### src/rtl/xng_pkg.sv
`timescale 1ns / 1ps

package xng_pkg;

  localparam int unsigned BYTES_PER_WORD_DEF = 8;

  localparam logic [63:0] GOLDEN_GAMMA = 64'h9E37_79B9_7F4A_7C15;
  localparam logic [63:0] MIX_MUL_A    = 64'hBF58_476D_1CE4_E5B9;
  localparam logic [63:0] MIX_MUL_B    = 64'h94D0_49BB_1331_11EB;
  localparam logic [15:0] STREAM_STEP  = 16'h9E37;
  localparam logic [7:0]  NOISE_MOD    = 8'd127;
  localparam logic [7:0]  NOISE_OFFSET = 8'd63;

  localparam logic MODE_RESEED   = 1'b0;
  localparam logic MODE_GENERATE = 1'b1;

  typedef enum logic [2:0] {
    ST_IDLE,
    ST_SEED,
    ST_MIX,
    ST_MUL_A,
    ST_MUL_B,
    ST_ADV
  } seq_state_t;

  // Request from the sequencer to the byte emitter.
  typedef struct packed {
    logic       load;
    logic [3:0] count;
  } emit_req_t;

  // Maps a raw byte to (b mod 127) - 63 as a 7-bit two's complement value.
  function automatic logic [6:0] noise_map(input logic [7:0] b);
    logic [7:0] m;
    logic [7:0] d;
    begin
      if (b >= 2 * NOISE_MOD) begin
        m = b - 8'(2 * NOISE_MOD);
      end else if (b >= NOISE_MOD) begin
        m = b - NOISE_MOD;
      end else begin
        m = b;
      end
      d = m - NOISE_OFFSET;
      return d[6:0];
    end
  endfunction

endpackage

### src/rtl/xng_mul64lo.sv
`timescale 1ns / 1ps

// Low 64 bits of a 64 x 64 product, built from three passes through one
// 32 x 32 multiplier. The operands must hold while run is high; done marks
// the cycle in which prod is valid.
module xng_mul64lo (
  input  logic        clk,
  input  logic        rst_n,
  input  logic        run,
  input  logic [63:0] a,
  input  logic [63:0] b,
  output logic        done,
  output logic [63:0] prod
);

  localparam logic [1:0] PH_LOLO = 2'd0;
  localparam logic [1:0] PH_LOHI = 2'd1;
  localparam logic [1:0] PH_HILO = 2'd2;

  logic [1:0]  phase_r, phase_nxt;
  logic [63:0] acc_r, acc_nxt;
  logic [31:0] op_x, op_y;
  logic [63:0] pp;
  logic [31:0] hi_sum;

  always_comb begin
    case (phase_r)
      PH_LOLO: begin
        op_x = a[31:0];
        op_y = b[31:0];
      end
      PH_LOHI: begin
        op_x = a[31:0];
        op_y = b[63:32];
      end
      PH_HILO: begin
        op_x = a[63:32];
        op_y = b[31:0];
      end
      default: begin
        op_x = '0;
        op_y = '0;
      end
    endcase
  end

  assign pp     = 64'(op_x) * 64'(op_y);
  assign hi_sum = acc_r[63:32] + pp[31:0];

  always_comb begin
    phase_nxt = phase_r;
    acc_nxt   = acc_r;
    done      = 1'b0;
    if (run) begin
      case (phase_r)
        PH_LOLO: begin
          acc_nxt   = pp;
          phase_nxt = PH_LOHI;
        end
        PH_LOHI: begin
          acc_nxt   = {hi_sum, acc_r[31:0]};
          phase_nxt = PH_HILO;
        end
        PH_HILO: begin
          done      = 1'b1;
          phase_nxt = PH_LOLO;
        end
        default: begin
          phase_nxt = PH_LOLO;
        end
      endcase
    end
  end

  assign prod = {hi_sum, acc_r[31:0]};

  always_ff @(posedge clk) begin
    if (!rst_n) begin
      phase_r <= PH_LOLO;
    end else begin
      phase_r <= phase_nxt;
    end
    acc_r <= acc_nxt;
  end

endmodule

### src/rtl/xng_emit.sv
`timescale 1ns / 1ps

// Holds one generated word and sends its bytes, low byte first, through an
// output register, one transfer per cycle while out_tready is high.
module xng_emit
  import xng_pkg::*;
#(
  parameter int unsigned BYTES_PER_WORD = BYTES_PER_WORD_DEF
) (
  input  logic        clk,
  input  logic        rst_n,
  input  emit_req_t   req,
  input  logic [63:0] word,
  output logic        busy,
  output logic        out_tvalid,
  input  logic        out_tready,
  output logic [6:0]  out_noise,
  output logic        out_tlast
);

  localparam int unsigned WORD_W = 8 * BYTES_PER_WORD;
  localparam logic [3:0]  MAX_CNT = 4'(BYTES_PER_WORD);

  logic [WORD_W-1:0] word_r, word_nxt;
  logic [3:0]        cnt_r, cnt_nxt;
  logic              valid_r, valid_nxt;
  logic [6:0]        noise_r, noise_nxt;
  logic              last_r, last_nxt;
  logic              advance;

  assign busy    = (cnt_r != 4'd0);
  assign advance = busy && (!valid_r || out_tready);

  always_comb begin
    word_nxt  = word_r;
    cnt_nxt   = cnt_r;
    valid_nxt = valid_r;
    noise_nxt = noise_r;
    last_nxt  = last_r;
    if (valid_r && out_tready) begin
      valid_nxt = 1'b0;
    end
    if (advance) begin
      valid_nxt = 1'b1;
      noise_nxt = noise_map(word_r[7:0]);
      last_nxt  = (cnt_r == 4'd1);
      word_nxt  = word_r >> 8;
      cnt_nxt   = cnt_r - 4'd1;
    end else if (req.load) begin
      word_nxt = word[WORD_W-1:0];
      cnt_nxt  = (req.count > MAX_CNT) ? MAX_CNT : req.count;
    end
  end

  always_ff @(posedge clk) begin
    if (!rst_n) begin
      cnt_r   <= '0;
      valid_r <= 1'b0;
    end else begin
      cnt_r   <= cnt_nxt;
      valid_r <= valid_nxt;
    end
    word_r  <= word_nxt;
    noise_r <= noise_nxt;
    last_r  <= last_nxt;
  end

  assign out_tvalid = valid_r;
  assign out_noise  = noise_r;
  assign out_tlast  = last_r;

endmodule

### src/rtl/xoshiro_int8_noise_generator_unit.sv
`timescale 1ns / 1ps

// xoshiro256** noise source giving signed bytes in -63..63. A reseed item
// (tuser 0) loads the four state words from four splitmix64 outputs of
// base_seed + 0x9E37 * (stream_index + 1); it gives no output and keeps
// in_tready low until the last state word is written, since every splitmix64
// output takes two 64-bit products and each product takes three passes
// through the single shared 32 x 32 multiplier. A generate item (tuser 1)
// steps the generator and sends min(byte_count, BYTES_PER_WORD) bytes, low
// byte first, tlast on the final one; in_tready returns in the cycle right
// after the last byte enters the output register. A byte count of zero
// steps the generator and sends nothing. Before the first reseed the state
// is all zero and every byte reads -63.
module xoshiro_int8_noise_generator_unit
  import xng_pkg::*;
#(
  parameter int unsigned BYTES_PER_WORD = BYTES_PER_WORD_DEF
) (
  input  logic        clk,
  input  logic        rst_n,
  input  logic        cfg_valid,
  output logic        cfg_ready,
  input  logic [63:0] cfg_data,     // base_seed
  input  logic        in_tvalid,
  output logic        in_tready,
  input  logic [15:0] in_tdata,     // [7:0] stream_index, [11:8] byte_count, [15:12] zero
  input  logic        in_tuser,     // mode
  output logic        out_tvalid,
  input  logic        out_tready,
  output logic [7:0]  out_tdata,    // [6:0] noise_value, [7] zero
  output logic        out_tlast
);

  seq_state_t  state_r, state_nxt;
  logic [63:0] base_seed_r;
  logic [63:0] s0_r, s1_r, s2_r, s3_r;
  logic [24:0] step_r;
  logic [63:0] acc_r;
  logic [63:0] z_r;
  logic [63:0] t_r;
  logic [1:0]  idx_r;
  logic [3:0]  count_r;

  logic        in_xfer;
  logic        mul_run;
  logic        mul_done;
  logic [63:0] mul_b;
  logic [63:0] prod;
  logic [63:0] acc_sum;
  logic [63:0] rot_t;
  logic [63:0] word;
  logic [63:0] s3_x;
  logic        emit_busy;
  emit_req_t   emit_req;
  logic [6:0]  out_noise;

  assign cfg_ready = 1'b1;
  assign in_xfer   = in_tvalid && in_tready;
  assign acc_sum   = acc_r + GOLDEN_GAMMA;
  assign rot_t     = {t_r[56:0], t_r[63:57]};
  assign word      = rot_t + {rot_t[60:0], 3'b000};
  assign s3_x      = s3_r ^ s1_r;

  always_comb begin
    state_nxt = state_r;
    case (state_r)
      ST_IDLE: begin
        if (in_xfer) begin
          state_nxt = (in_tuser == MODE_GENERATE) ? ST_ADV : ST_SEED;
        end
      end
      ST_SEED:  state_nxt = ST_MIX;
      ST_MIX:   state_nxt = ST_MUL_A;
      ST_MUL_A: begin
        if (mul_done) begin
          state_nxt = ST_MUL_B;
        end
      end
      ST_MUL_B: begin
        if (mul_done) begin
          state_nxt = (idx_r == 2'd3) ? ST_IDLE : ST_MIX;
        end
      end
      ST_ADV:   state_nxt = ST_IDLE;
      default:  state_nxt = ST_IDLE;
    endcase
  end

  always_comb begin
    in_tready      = (state_r == ST_IDLE) && !emit_busy;
    mul_run        = (state_r == ST_MUL_A) || (state_r == ST_MUL_B);
    mul_b          = (state_r == ST_MUL_A) ? MIX_MUL_A : MIX_MUL_B;
    emit_req.load  = (state_r == ST_ADV);
    emit_req.count = count_r;
  end

  always_ff @(posedge clk) begin
    if (!rst_n) begin
      state_r     <= ST_IDLE;
      base_seed_r <= '0;
      s0_r        <= '0;
      s1_r        <= '0;
      s2_r        <= '0;
      s3_r        <= '0;
      idx_r       <= '0;
    end else begin
      state_r <= state_nxt;
      if (cfg_valid && cfg_ready) begin
        base_seed_r <= cfg_data;
      end
      case (state_r)
        ST_IDLE: begin
          if (in_xfer && (in_tuser == MODE_GENERATE)) begin
            // xoshiro256** state step; the scrambler input uses the old s1.
            s0_r <= s0_r ^ s3_x;
            s1_r <= s1_r ^ s2_r ^ s0_r;
            s2_r <= s2_r ^ s0_r ^ {s1_r[46:0], 17'd0};
            s3_r <= {s3_x[18:0], s3_x[63:19]};
          end
          idx_r <= '0;
        end
        ST_MUL_B: begin
          if (mul_done) begin
            case (idx_r)
              2'd0:    s0_r <= prod ^ (prod >> 31);
              2'd1:    s1_r <= prod ^ (prod >> 31);
              2'd2:    s2_r <= prod ^ (prod >> 31);
              default: s3_r <= prod ^ (prod >> 31);
            endcase
            idx_r <= idx_r + 2'd1;
          end
        end
        default: begin
        end
      endcase
    end
  end

  // Datapath registers that need no reset.
  always_ff @(posedge clk) begin
    if (state_r == ST_IDLE && in_xfer) begin
      step_r  <= 25'(9'(in_tdata[7:0]) + 9'd1) * 25'(STREAM_STEP);
      t_r     <= s1_r + {s1_r[61:0], 2'b00};
      count_r <= in_tdata[11:8];
    end
    case (state_r)
      ST_SEED: acc_r <= base_seed_r + 64'(step_r);
      ST_MIX: begin
        acc_r <= acc_sum;
        z_r   <= acc_sum ^ (acc_sum >> 30);
      end
      ST_MUL_A: begin
        if (mul_done) begin
          z_r <= prod ^ (prod >> 27);
        end
      end
      default: begin
      end
    endcase
  end

  xng_mul64lo u_mul (
    .clk   (clk),
    .rst_n (rst_n),
    .run   (mul_run),
    .a     (z_r),
    .b     (mul_b),
    .done  (mul_done),
    .prod  (prod)
  );

  xng_emit #(
    .BYTES_PER_WORD (BYTES_PER_WORD)
  ) u_emit (
    .clk        (clk),
    .rst_n      (rst_n),
    .req        (emit_req),
    .word       (word),
    .busy       (emit_busy),
    .out_tvalid (out_tvalid),
    .out_tready (out_tready),
    .out_noise  (out_noise),
    .out_tlast  (out_tlast)
  );

  assign out_tdata = {1'b0, out_noise};

  a_accept_leaves_idle: assert property (@(posedge clk) disable iff (!rst_n)
    in_xfer |=> (state_r != ST_IDLE))
    else $error("sequencer stayed idle after an input transfer");

  a_mul_done_in_mul_state: assert property (@(posedge clk) disable iff (!rst_n)
    mul_done |-> (state_r == ST_MUL_A || state_r == ST_MUL_B))
    else $error("multiplier finished outside a multiply state");

  a_no_emit_during_seed: assert property (@(posedge clk) disable iff (!rst_n)
    (state_r == ST_SEED || state_r == ST_MIX || state_r == ST_MUL_A ||
     state_r == ST_MUL_B) |-> !emit_busy)
    else $error("bytes pending while reseeding");

endmodule

### config.mk
export PLATFORM = sky130hd
export DESIGN_NAME = xoshiro_int8_noise_generator_unit
export DESIGN_NICKNAME = d
export VERILOG_FILES = /design/src/rtl/xng_pkg.sv /design/src/rtl/xng_mul64lo.sv /design/src/rtl/xng_emit.sv /design/src/rtl/xoshiro_int8_noise_generator_unit.sv
export SDC_FILE = /design/constraint.sdc
export NUM_CORES = 2
export LEC_CHECK = 0
export ABC_AREA = 1
export BUFFER_PORTS_ARGS = -buffer_cell sky130_fd_sc_hd__clkbuf_2
export CORE_MARGIN = 1
export CORE_UTILIZATION = 50
export DETAILED_ROUTE_END_ITERATION = 12
export GPL_ROUTABILITY_DRIVEN = 0
export PLACE_DENSITY = 0.68
export REMOVE_ABC_BUFFERS = 1
export SLEW_MARGIN = 30
export SYNTH_ARGS = -nofsm -noshare
export SYNTH_HDL_FRONTEND = slang
export SYNTH_SLANG_ARGS = --single-unit
### constraint.sdc
create_clock -name clk -period 8.9 [get_ports clk]
set_clock_uncertainty 0.1 [all_clocks]
set_input_delay 1.78 -clock clk [delete_from_list [all_inputs] [get_ports clk]]
set_output_delay 1.78 -clock clk [all_outputs]
set_load 0.02 [all_outputs]
==> impl_metrics.json <==
{
  "drv_cap": 0,
  "r2r_slack_ps": -410,
  "initial_core_util": 0.506,
  "hold_violations": 0,
  "clk_latency_ps": 700,
  "drt_iter0_drc": 9357,
  "setup_viol_count_final": 138,
  "maxSlewHeadroom": 0.224,
  "first_global_vias": 74100,
  "end_kind": "flip-flop",
  "routed_wl_um": 294000,
  "rows": 145,
  "critPathCapture": "s1_r[57]",
  "final_cell_mix": "1,855 x inv_1, 1,532 x nand2_1, 1,095 x nor2_1, 843 x fa_1, 716 x buf_4",
  "reg2reg_to": "s1_r[57]",
  "slew_viol_final": 0,
  "yosysTopAreaCell": "fa_1",
  "dp.final_hpwl_um": 234000,
  "synth-edff-count": 349,
  "cts.sinks": 689,
  "yosysTopAreaCellShare": 0.219,
  "yosys.cell_types.count": 65,
  "cpMostUsedCell": "fa_1",
  "antenna_found_initial": 6,
  "final_common_cell": "inv_1",
  "io_pins": 98,
  "fp.dieArea_sq_um": 161000,
  "postSynthCellCount": 10300,
  "syn_area_sq_um": 79500,
  "final_net_count": 12600,
  "groute.usage.overall": 0.354,
  "status": "finished with violations",
  "drt_pass1_iterations": 9,
  "cts_buffers": 78,
  "route.detailed.drc": 0,
  "num_vias": 76800,
  "cts_tree": "built",
  "post_drt_wl_per_cell_um": 22.4,
  "reg2reg_depth": 43,
  "synthArstFlopShare": 0,
  "root_buffer": "clkbuf_16",
  "ys_seq_elements": 689,
  "syn_area_per_cell_sq_um": 7.71,
  "cpPeakStageDelay_ps": 700,
  "die_x_um": 401,
  "synthTopCellsByArea": "fa_1 22%, edfxtp_1 13%, ha_1 9.1%",
  "violations": "negative setup slack",
  "cp_data_arrival_time_ps": 9820,
  "cts.clk_slew.worst_paths_ps": 60,
  "viasPerCell": 5.84,
  "setup-tns-final_ps": -31100,
  "fmax_mhz": 107,
  "min_period_ps": 9310,
  "startpoint": "state_r[0]",
  "synthFlopType": "edfxtp_1",
  "ys_seq_area_frac": 0.217,
  "hp-class": "flip-flop to flip-flop",
  "die_h_um": 401,
  "h-tree-depth": 3,
  "grt_max_degree": 166,
  "syn2layout_area_growth_pct": 17.9,
  "reg2reg_from": "state_r[0]",
  "period_share": 1.05,
  "path_class": "flip-flop to flip-flop",
  "final.setup.worst_slack_ps": -408,
  "port-buffer-count": 91,
  "ctsLongestPathBuffers": 3,
  "grt_pass1_wl_um": 436000,
  "ant_nets": 0,
  "cp_slowest_cell": "fa_1",
  "crit_fanout": 6,
  "rsz0062_at_grt": "true",
  "yosys_warnings": 0,
  "critPathLaunchType": "flip-flop",
  "grt.overflow.total": 0,
  "core_area_sq_um": 157000,
  "drive_gt1_frac": 0.156,
  "cp_data_required_time_ps": 9410,
  "worstMarginPinSlew_ps": 1160
}
[Yosys cell counts (27+ instances only)]
| master | count |
|---|---|
| nor3_1 | 92 |
| nand2_1 | 1635 |
| a31oi_1 | 106 |
| clkbuf_1 | 170 |
| o21a_1 | 28 |
| a21oi_1 | 791 |
| o21ai_0 | 695 |
| or2_2 | 66 |
| o21ai_1 | 111 |
| o22ai_1 | 30 |
| fa_1 | 868 |
| xor2_1 | 282 |
| inv_1 | 1914 |
| nor4_1 | 28 |
| buf_2 | 38 |
| edfxtp_1 | 349 |
| o21bai_1 | 53 |
| nor2_1 | 1217 |
| xnor2_1 | 148 |
| nand4_1 | 67 |
| ha_1 | 577 |
| inv_2 | 37 |
| nand3_1 | 428 |
| o211ai_1 | 27 |
| dfxtp_1 | 340 |
[timing repair]
action	in CTS	in global routing
cloned	1	0
endpoints found under the setup margin	213	237
setup buffers	45	46
pin swaps	90	182
hold buffers	0	0
resized for setup	322	526
[layout make-up]
class / count / area, sq um
diodes: 1 / 2.50
clock buffers: 102 / 2170
clock inverters: 44 / 477
fillers: 13600 / 63400
inverters: 1961 / 7410
multi-input cells: 7415 / 56800
flip-flops and latches: 689 / 17300
well taps: 2058 / 2570
repair buffers: 893 / 7040
[flip-flops by register name, indices dropped and copies added (netlist names)]
signal / cells
s1_r: 64
step_r: 25
u_emit.word_r: 64
state_r: 3
u_mul.acc_r: 64
s3_r: 64
s2_r: 64
base_seed_r: 64
z_r: 64
acc_r: 64
u_emit.out_noise: 7
u_emit.cnt_r: 4
u_mul.phase_r: 2
idx_r: 2
count_r: 4
u_emit.out_tvalid: 1
t_r: 64
s0_r: 64
u_emit.out_tlast: 1
[cells by family after synthesis]
family | Yosys count | share of synthesized area
other | 2 | 0.0000945
AND/OR/NAND/NOR | 3592 | 0.186
flip-flops | 689 | 0.217
AO/OA/AOI/OAI | 1942 | 0.132
adder cells (fa/ha/maj) | 1445 | 0.309
buffers and inverters | 2210 | 0.107
XOR/XNOR | 433 | 0.0480
[worst min path at each step]
stage,cells after the start,startpoint,end,slack [ps]
after detailed placement,2,s3_r[34],s3_r[34],370
after global routing,2,s2_r[34],s2_r[34],390
after global placement,2,s3_r[34],s3_r[34],360
after floorplan,2,s2_r[34],s2_r[34],360
final,2,s3_r[34],s3_r[34],390
after CTS,2,s3_r[34],s3_r[34],380
[through the flow]
step | area, sq um | worst slack, ps | hold slack [ps] | std cells | utilization
3_3_place_gp | 86900 | -538 | 364 | 12900 | 0.553
5_1_grt | 93700 | -583 | 393 | 13200 | 0.597
2_1_floorplan | 78400 | -3690 | 357 | 10100 | -
3_5_place_dp | 86900 | -620 | 372 | 12900 | 0.553
4_1_cts | 91400 | -2.29 | 382 | 13100 | 0.581
6_report | 93700 | -408 | 386 | 13200 | 0.597
[routing by layer]
layer  track usage  part of all wire  up-vias
met4         0.198             0.073       12
li1              -                 -    34400
met1         0.467              0.38    36400
met2         0.539              0.43     4945
met5             0           0.00024        -
met3        0.0751              0.12     1123
[critical path: cells and delay by family (launching register included)]
family | cells | cell delay (ps)
adders and majority gates | 10 | 4290
buffers and inverters | 16 | 1910
AOI/OAI and AO/OA | 9 | 1430
xor gates and xnor gates | 1 | 230
and+or+nand+nor | 7 | 910
DFF | 1 | 360
Power is not shown: default switching activity piles up to over one toggle a cycle in this logic, so the estimate is an artifact.
